[src/hw/rtl/stsm_pkg.sv]
// Shared types, codes and defaults for the state/timestamp sync matcher.
package stsm_pkg;

	// Default sizes, handed to the top level parameters
	localparam int TABLE_DEPTH_DEF = 64;
	localparam int TIME_WIDTH_DEF  = 48;

	// Fixed field widths
	localparam int KEY_W = 32;
	localparam int OPC_W = 2;

	// Request queue between front and back; a power of two so pointers wrap
	localparam int QUEUE_DEPTH = 2;

	// Configuration register indexes
	localparam int CFG_IDX_W = 1;
	localparam logic [CFG_IDX_W-1:0] REG_LOWER = 1'b0;
	localparam logic [CFG_IDX_W-1:0] REG_UPPER = 1'b1;

	// Reset values of the offset bounds, signed nanoseconds
	localparam int LOWER_RST = -50000000;
	localparam int UPPER_RST = 50000000;

	// Opcode field encodings
	localparam logic [OPC_W-1:0] OPC_CLEAR  = 2'd0;
	localparam logic [OPC_W-1:0] OPC_APPEND = 2'd1;
	localparam logic [OPC_W-1:0] OPC_QUERY  = 2'd2;

	// Classified request kind
	typedef enum logic [1:0] {
		OP_CLEAR,
		OP_APPEND,
		OP_QUERY,
		OP_INVALID
	} op_t;

	// Result status codes
	typedef enum logic [2:0] {
		ST_DROPPED  = 3'd0,
		ST_CACHED   = 3'd1,
		ST_SYNC_I   = 3'd2,
		ST_SYNC_J   = 3'd3,
		ST_INTERP   = 3'd4,
		ST_ACCEPTED = 3'd5,
		ST_REJECTED = 3'd6
	} status_t;

	// Result tag, carried on the output user sideband (status lowest)
	typedef struct packed {
		logic    found;
		status_t status;
	} res_tag_t;

	// Back-end sequencer states
	typedef enum logic [3:0] {
		S_IDLE,
		S_PRE,
		S_SADDR,
		S_SCMP,
		S_PRV,
		S_RDA,
		S_RDB,
		S_CAPB,
		S_DIFF,
		S_CHK,
		S_FIN
	} state_t;

endpackage

[src/hw/rtl/stsm_front.sv]
// Front end: accepts input requests, classifies the opcode and queues them.
module stsm_front import stsm_pkg::*; #(
	parameter int TIME_WIDTH = TIME_WIDTH_DEF
) (
	input  logic                  clk,
	input  logic                  arst_n,
	input  logic                  s_valid,
	output logic                  s_ready,
	input  logic [OPC_W-1:0]      s_opcode,
	input  logic [KEY_W-1:0]      s_key,
	input  logic [TIME_WIDTH-1:0] s_time,
	output logic                  q_valid,
	output op_t                   q_op,
	output logic [KEY_W-1:0]      q_key,
	output logic [TIME_WIDTH-1:0] q_time,
	input  logic                  q_pop
);

	localparam int PW = (QUEUE_DEPTH > 1) ? $clog2(QUEUE_DEPTH) : 1;
	localparam int LW = $clog2(QUEUE_DEPTH + 1);

	op_t                   op_mem  [QUEUE_DEPTH];
	logic [KEY_W-1:0]      key_mem [QUEUE_DEPTH];
	logic [TIME_WIDTH-1:0] time_mem[QUEUE_DEPTH];

	logic [PW-1:0] wr_ptr_q;
	logic [PW-1:0] rd_ptr_q;
	logic [LW-1:0] level_q;
	op_t           op_c;
	logic          push;

	// Classify the opcode
	always_comb begin
		unique case (s_opcode)
			OPC_CLEAR:  op_c = OP_CLEAR;
			OPC_APPEND: op_c = OP_APPEND;
			OPC_QUERY:  op_c = OP_QUERY;
			default:    op_c = OP_INVALID;
		endcase
	end

	assign s_ready = (level_q != LW'(QUEUE_DEPTH));
	assign push    = s_valid && s_ready;
	assign q_valid = (level_q != '0);
	assign q_op    = op_mem[rd_ptr_q];
	assign q_key   = key_mem[rd_ptr_q];
	assign q_time  = time_mem[rd_ptr_q];

	// Advance pointers and fill level
	always_ff @(posedge clk or negedge arst_n) begin
		if (!arst_n) begin
			wr_ptr_q <= '0;
			rd_ptr_q <= '0;
			level_q  <= '0;
		end else begin
			if (push) begin
				wr_ptr_q <= wr_ptr_q + PW'(1);
			end
			if (q_pop) begin
				rd_ptr_q <= rd_ptr_q + PW'(1);
			end
			if (push && !q_pop) begin
				level_q <= level_q + LW'(1);
			end else if (!push && q_pop) begin
				level_q <= level_q - LW'(1);
			end
		end
	end

	// Hold queued request payloads
	always_ff @(posedge clk) begin
		if (push) begin
			op_mem[wr_ptr_q]   <= op_c;
			key_mem[wr_ptr_q]  <= s_key;
			time_mem[wr_ptr_q] <= s_time;
		end
	end

endmodule

[config.mk]
export PLATFORM = sky130hd
export DESIGN_NAME = stsm_front
export DESIGN_NICKNAME = d
export VERILOG_FILES = /design/src/hw/rtl/stsm_pkg.sv /design/src/hw/rtl/stsm_front.sv
export SDC_FILE = /design/constraint.sdc
export NUM_CORES = 1
export LEC_CHECK = 0
export BUFFER_PORTS_ARGS = -buffer_cell sky130_fd_sc_hd__buf_2
export CAP_MARGIN = 20
export CORE_MARGIN = 2
export CORE_UTILIZATION = 30
export DETAILED_ROUTE_END_ITERATION = 12
export GPL_ROUTABILITY_DRIVEN = 0
export PLACE_DENSITY = 0.47
export SLEW_MARGIN = 20
export SYNTH_ARGS = -nofsm -noshare
export SYNTH_HDL_FRONTEND = slang
export SYNTH_SLANG_ARGS = --single-unit
[constraint.sdc]
create_clock -name clk -period 7.7 [get_ports clk]
set_input_delay 1.155 -clock clk [delete_from_list [all_inputs] [get_ports clk]]
set_output_delay 1.155 -clock clk [all_outputs]
set_load 0.01 [all_outputs]
Word-level counts from Yosys, hierarchy flattened:

Memories as Yosys holds them, arrays and structs flattened.
Cells that the tools add are included.
Widths: inputs -> output; s select.

* register bits after elaboration: 4
* bits in writable memories: 164
* word-level logic and storage cells: 26
* memories kept: 3

Memory list
* time_mem: words 2, width 48, read ports 1, clocked after memory_dff 0, write ports 1, line stsm_front.sv:24 `logic [TIME_WIDTH-1:0] time_mem[QUEUE_DEPTH];`
* key_mem: words 2, width 32, read ports 1, clocked after memory_dff 0, write ports 1, line stsm_front.sv:23 `logic [KEY_W-1:0] key_mem [QUEUE_DEPTH];`
* op_mem: words 2, width 2, read ports 1, clocked after memory_dff 0, write ports 1, line stsm_front.sv:22 `op_t op_mem [QUEUE_DEPTH];`

* add/sub/neg operators: 4
* muxes and demuxes: 5
* reduce and logical (&&, ||, !) cells: 8
* equal/unequal tests: 3

Operator list (count)
* $pmux 2 s3: 1
* $mux 2: 2
* $reduce_bool 2->1: 2
* $logic_and 1x1->1: 3
* $add 1x1->1 const B: 2
* $add 2x1->2 const B: 1
* $eq 2x1->1 const B: 1
* $eq 2x2->1 const B: 1
* $logic_not 1->1: 2
* $logic_not 2->1: 1
* $mux 1: 2
* $ne 2x2->1 const B: 1
* $sub 2x1->2 const B: 1

Depth between registers and ports, before layout:

* depth after elaboration: 6
* mapped depth: 7
* depth with buffers taken out: 7

Worst setup path after synthesis:

OpenSTA, ideal clock, no wires.

* path kind: input -> register
* start point: input port s_valid
* end point: memory key_mem[0][0] (enable)
* arrival time: 4666 ps
* cell stages on the path: 2
* slack: 2512 ps
* library setup time: 523 ps
* cells stage by stage: nand2_1 nor2_1

* word-level cells in the longest chain between the ends: 3

Ends and longest elaborated chain
* start, declared: line stsm_front.sv:7 `input logic s_valid,`
* $logic_and 1x1->1: line stsm_front.sv:43 `assign push = s_valid && s_ready;`
* $mux 1: line stsm_front.sv:72 `if (push) begin`
* $mux 1 (implied by the code): line stsm_front.sv:74 `key_mem[wr_ptr_q] <= s_key;`
* end, declared: line stsm_front.sv:23

No other way between the ends.

Final worst setup path:

* start point: register rd_ptr_q
* end point: output port q_time[14]

* word-level cells in the longest chain between the ends: 1

Ends and longest elaborated chain
* start, declared: line stsm_front.sv:27 `logic [PW-1:0] rd_ptr_q;`
* start signal, assigned: line stsm_front.sv:60 `rd_ptr_q <= rd_ptr_q + PW'(1);`
* $mem_v2 2x48
* end, declared: line stsm_front.sv:15 `output logic [TIME_WIDTH-1:0] q_time,`

No other way between the ends.

==> impl_metrics.json <==
{
  "synth.avg_cell_area_um2": 23.5,
  "cts_num_sinks": 168,
  "p_leak_uw": 0.00321,
  "synthTopCellsByArea": "edfxtp_1, mux2_4, buf_12, mux2_2, dfrtp_1",
  "finalHoldWorstSlack_ps": 493,
  "holdPathEnd": "level_q[1]$_DFFE_PN0P_",
  "worst_setup_path_start_kind": "flip-flop",
  "report.final.setup_viol": 0,
  "hold_violations": 0,
  "grt_max_degree": 83,
  "most_common_cell_in_the_netlist": "edfxtp_1",
  "synthTopCellsByCount": "edfxtp_1, mux2_4, mux2_2, buf_12, dfrtp_1",
  "drtPass1Iterations": 4,
  "floorplan.core_area_um2": 21100,
  "post_cts_hold_buffer_count": 0,
  "first_global_vias": 3415,
  "routed_antenna_nets": 0,
  "dieHeight_um": 151,
  "cts_setup_buffers": 0,
  "worst_slew_pin_slew_ps": 833,
  "critical_path.top_delay_family": "flip-flops",
  "place.detailed.hpwl_um": 7360,
  "critical-path-slowest-cell": "dfrtp_4",
  "core.rowCount": 53,
  "htree_num_levels": 4,
  "mappedNetlistArea_um2": 6470,
  "slowest_delay_ps": 940,
  "crit_buf_inv": 2,
  "postSynthCellCount": 275,
  "run_status": "finished, final reports clean",
  "portBuffers": 169,
  "holdPathStages": 1,
  "worst-r2r-cell-count": 3,
  "grt_first_pass_wirelength_um": 17700,
  "period_minus_slack_ps": 3840,
  "die_w_um": 151,
  "maxSlewHeadroom_pct": 44.4,
  "initial_utilization_pct": 30.7,
  "vias_per_cell": 4.18,
  "synth_enable_flop_cells": 164,
  "num-nets-final": 542,
  "post_route_standard_cell_area_excluding_fillers_um2": 8120,
  "cts_buffers": 17,
  "setup_tns_ps": 0,
  "worst-endpoint-arrival_ps": 2690,
  "drt_drc_violations_left": 0,
  "critical_path_cell_list": "buf_4 -> mux2_2 -> buf_2",
  "p_per_area_nw_per_um2": 385,
  "synth.largest_area_cell": "edfxtp_1",
  "detail_route.iter0.violations": 96,
  "irDropWorstVdd_mv": 0.170,
  "setup_repair_after_global_routing_missed_its_margin": "false",
  "synth_top_cell_area_share_pct": 76.1,
  "clockBufferDepth": 2,
  "routed_wl_um": 11900,
  "clock-root-buffer": "clkbuf_16",
  "worst_skew_pair.late_latency_ps": 420,
  "critPathKind": "flip-flop to output port",
  "achievable-frequency_mhz": 260,
  "min-delay-start": "level_q[1]$_DFFE_PN0P_",
  "grt_remaining_overflow": 0,
  "synth.distinct_cells": 17,
  "vias_after_detailed_routing": 3098,
  "cts_tree": "yes",
  "worstReg2RegStart": "level_q[0]$_DFFE_PN0P_",
  "required_time_reported_for_the_critical_path_endpoint_ps": 6550,
  "maxCapViolations": 0,
  "dieArea_um2": 22800,
  "critical_path_peak_fanout": 42,
  "post_cts_resize_count": 0,
  "seq_area_frac_synth_pct": 77.7,
  "worst_flop_to_flop_path_endpoint": "time_mem[1][13]$_DFFE_PP_",
  "layout-drive-gt1-share_pct": 61.4,
  "top_level_port_count": 170,
  "wl_per_cell_um": 16.1,
  "clk_pin_slew_ps": 60,
  "grt_util_all_layers_pct": 10.7,
  "synthFlopType": "edfxtp_1",
  "ys_async_sr_fraction_pct": 2.38,
  "drv_slew": 0,
  "ant_diodes": 0,
  "placedInstanceArea_um2": 7540,
  "yosys_warnings": 0,
  "antenna_found_initial": 1,
  "synthesis.nets": 362,
  "setup_crit_end_kind": "output port",
  "skew_ps": 7.64,
  "r2r_slack_ps": 5500,
  "area_growth_syn_to_layout_pct": 25.5,
  "min-delay-path-class": "flip-flop to flip-flop",
  "min_period_over_period_pct": 49.9,
  "ys_ff_latch": 168
}
worst register-to-register path: stages, from the launching register on:
cell	delay, ps
dfrtp_1	400
nand2b_1	180
and3_4	620
buf_4	620
how the worst max path moves through the flow:
stage / end / cells after the start / slack, ps / startpoint
after floorplan: key_mem[0][0]$_DFFE_PP_ / 2 / 2510 / s_valid
after global placement: q_time[20] / 3 / 4210 / rd_ptr_q$_DFFE_PN0P_
after detailed placement: q_time[14] / 3 / 4180 / rd_ptr_q$_DFFE_PN0P_
after CTS: q_time[14] / 3 / 3720 / rd_ptr_q$_DFFE_PN0P_
after global routing: q_time[20] / 3 / 3650 / rd_ptr_q$_DFFE_PN0P_
final: q_time[14] / 3 / 3860 / rd_ptr_q$_DFFE_PN0P_
power by group:
part / switching, µW / internal, µW
clock network: 343 / 507
registers: 111 / 1250
logic: 436 / 479
total: 891 / 2240
cell type report:
type / instances / area (µm²)
timing repair buffer: 172 / 872
clock buffer: 18 / 429
clock inverter: 12 / 151
sequential: 168 / 5030
multi-input combinational: 94 / 1280
fill: 1986 / 13000
inverter: 2 / 7.51
tap: 275 / 344
state kept, by name, summed over array words and instances, names as in the netlist:
register,count
time_mem,96
level_q,2
wr_ptr_q,1
op_mem,4
rd_ptr_q,1
key_mem,64
cell families after synthesis:
kind of cell             synth area share, %
adder cells (fa/ha/maj)                0.193
buffers and inverters                   2.65
multiplexers                            18.3
flip-flops                              77.7
XOR/XNOR                               0.677
AND/OR/NAND/NOR                        0.464
stage by stage:
| step | std cells | util, % | setup WS, ps | power [µW] |
|---|---|---|---|---|
| after detailed placement | 711 | 35.7 | 4180 | 2340 |
| after CTS | 741 | 38.5 | 3720 | 3200 |
| final | 741 | 38.5 | 3860 | 3130 |
| after global placement | 711 | 35.7 | 4210 | 2320 |
| after floorplan | 275 | - | 2510 | 2070 |
| after global routing | 741 | 38.5 | 3650 | 3300 |
per-layer routing:
layer  track usage (%)  share of wire [%]  routed length, µm  vias to the layer above
met2              18.0                 51               6120                      108
met3              4.49                7.4                884                       13
met1              11.8                 40               4760                     1534
met4              4.63                1.4                164                        2
li1                  -                  -                  -                     1441
met5                 0               0.11                 13                        -
cells in the final DEF, fill, tap and decap left out, drive strengths merged:
cell	netlist	routed
nor2	2	2
nand2b	1	1
inv	2	4
mux2	82	82
xnor2	2	2
clkinv	0	6
xor2	3	3
ha	1	1
and3	1	1
clkinvlp	0	1
or2	1	1
dfrtp	4	4
clkbuf	2	18
edfxtp	164	164
nand2	1	1
bufinv	0	3
buf	9	172
Power figures use the tool's default switching activity.
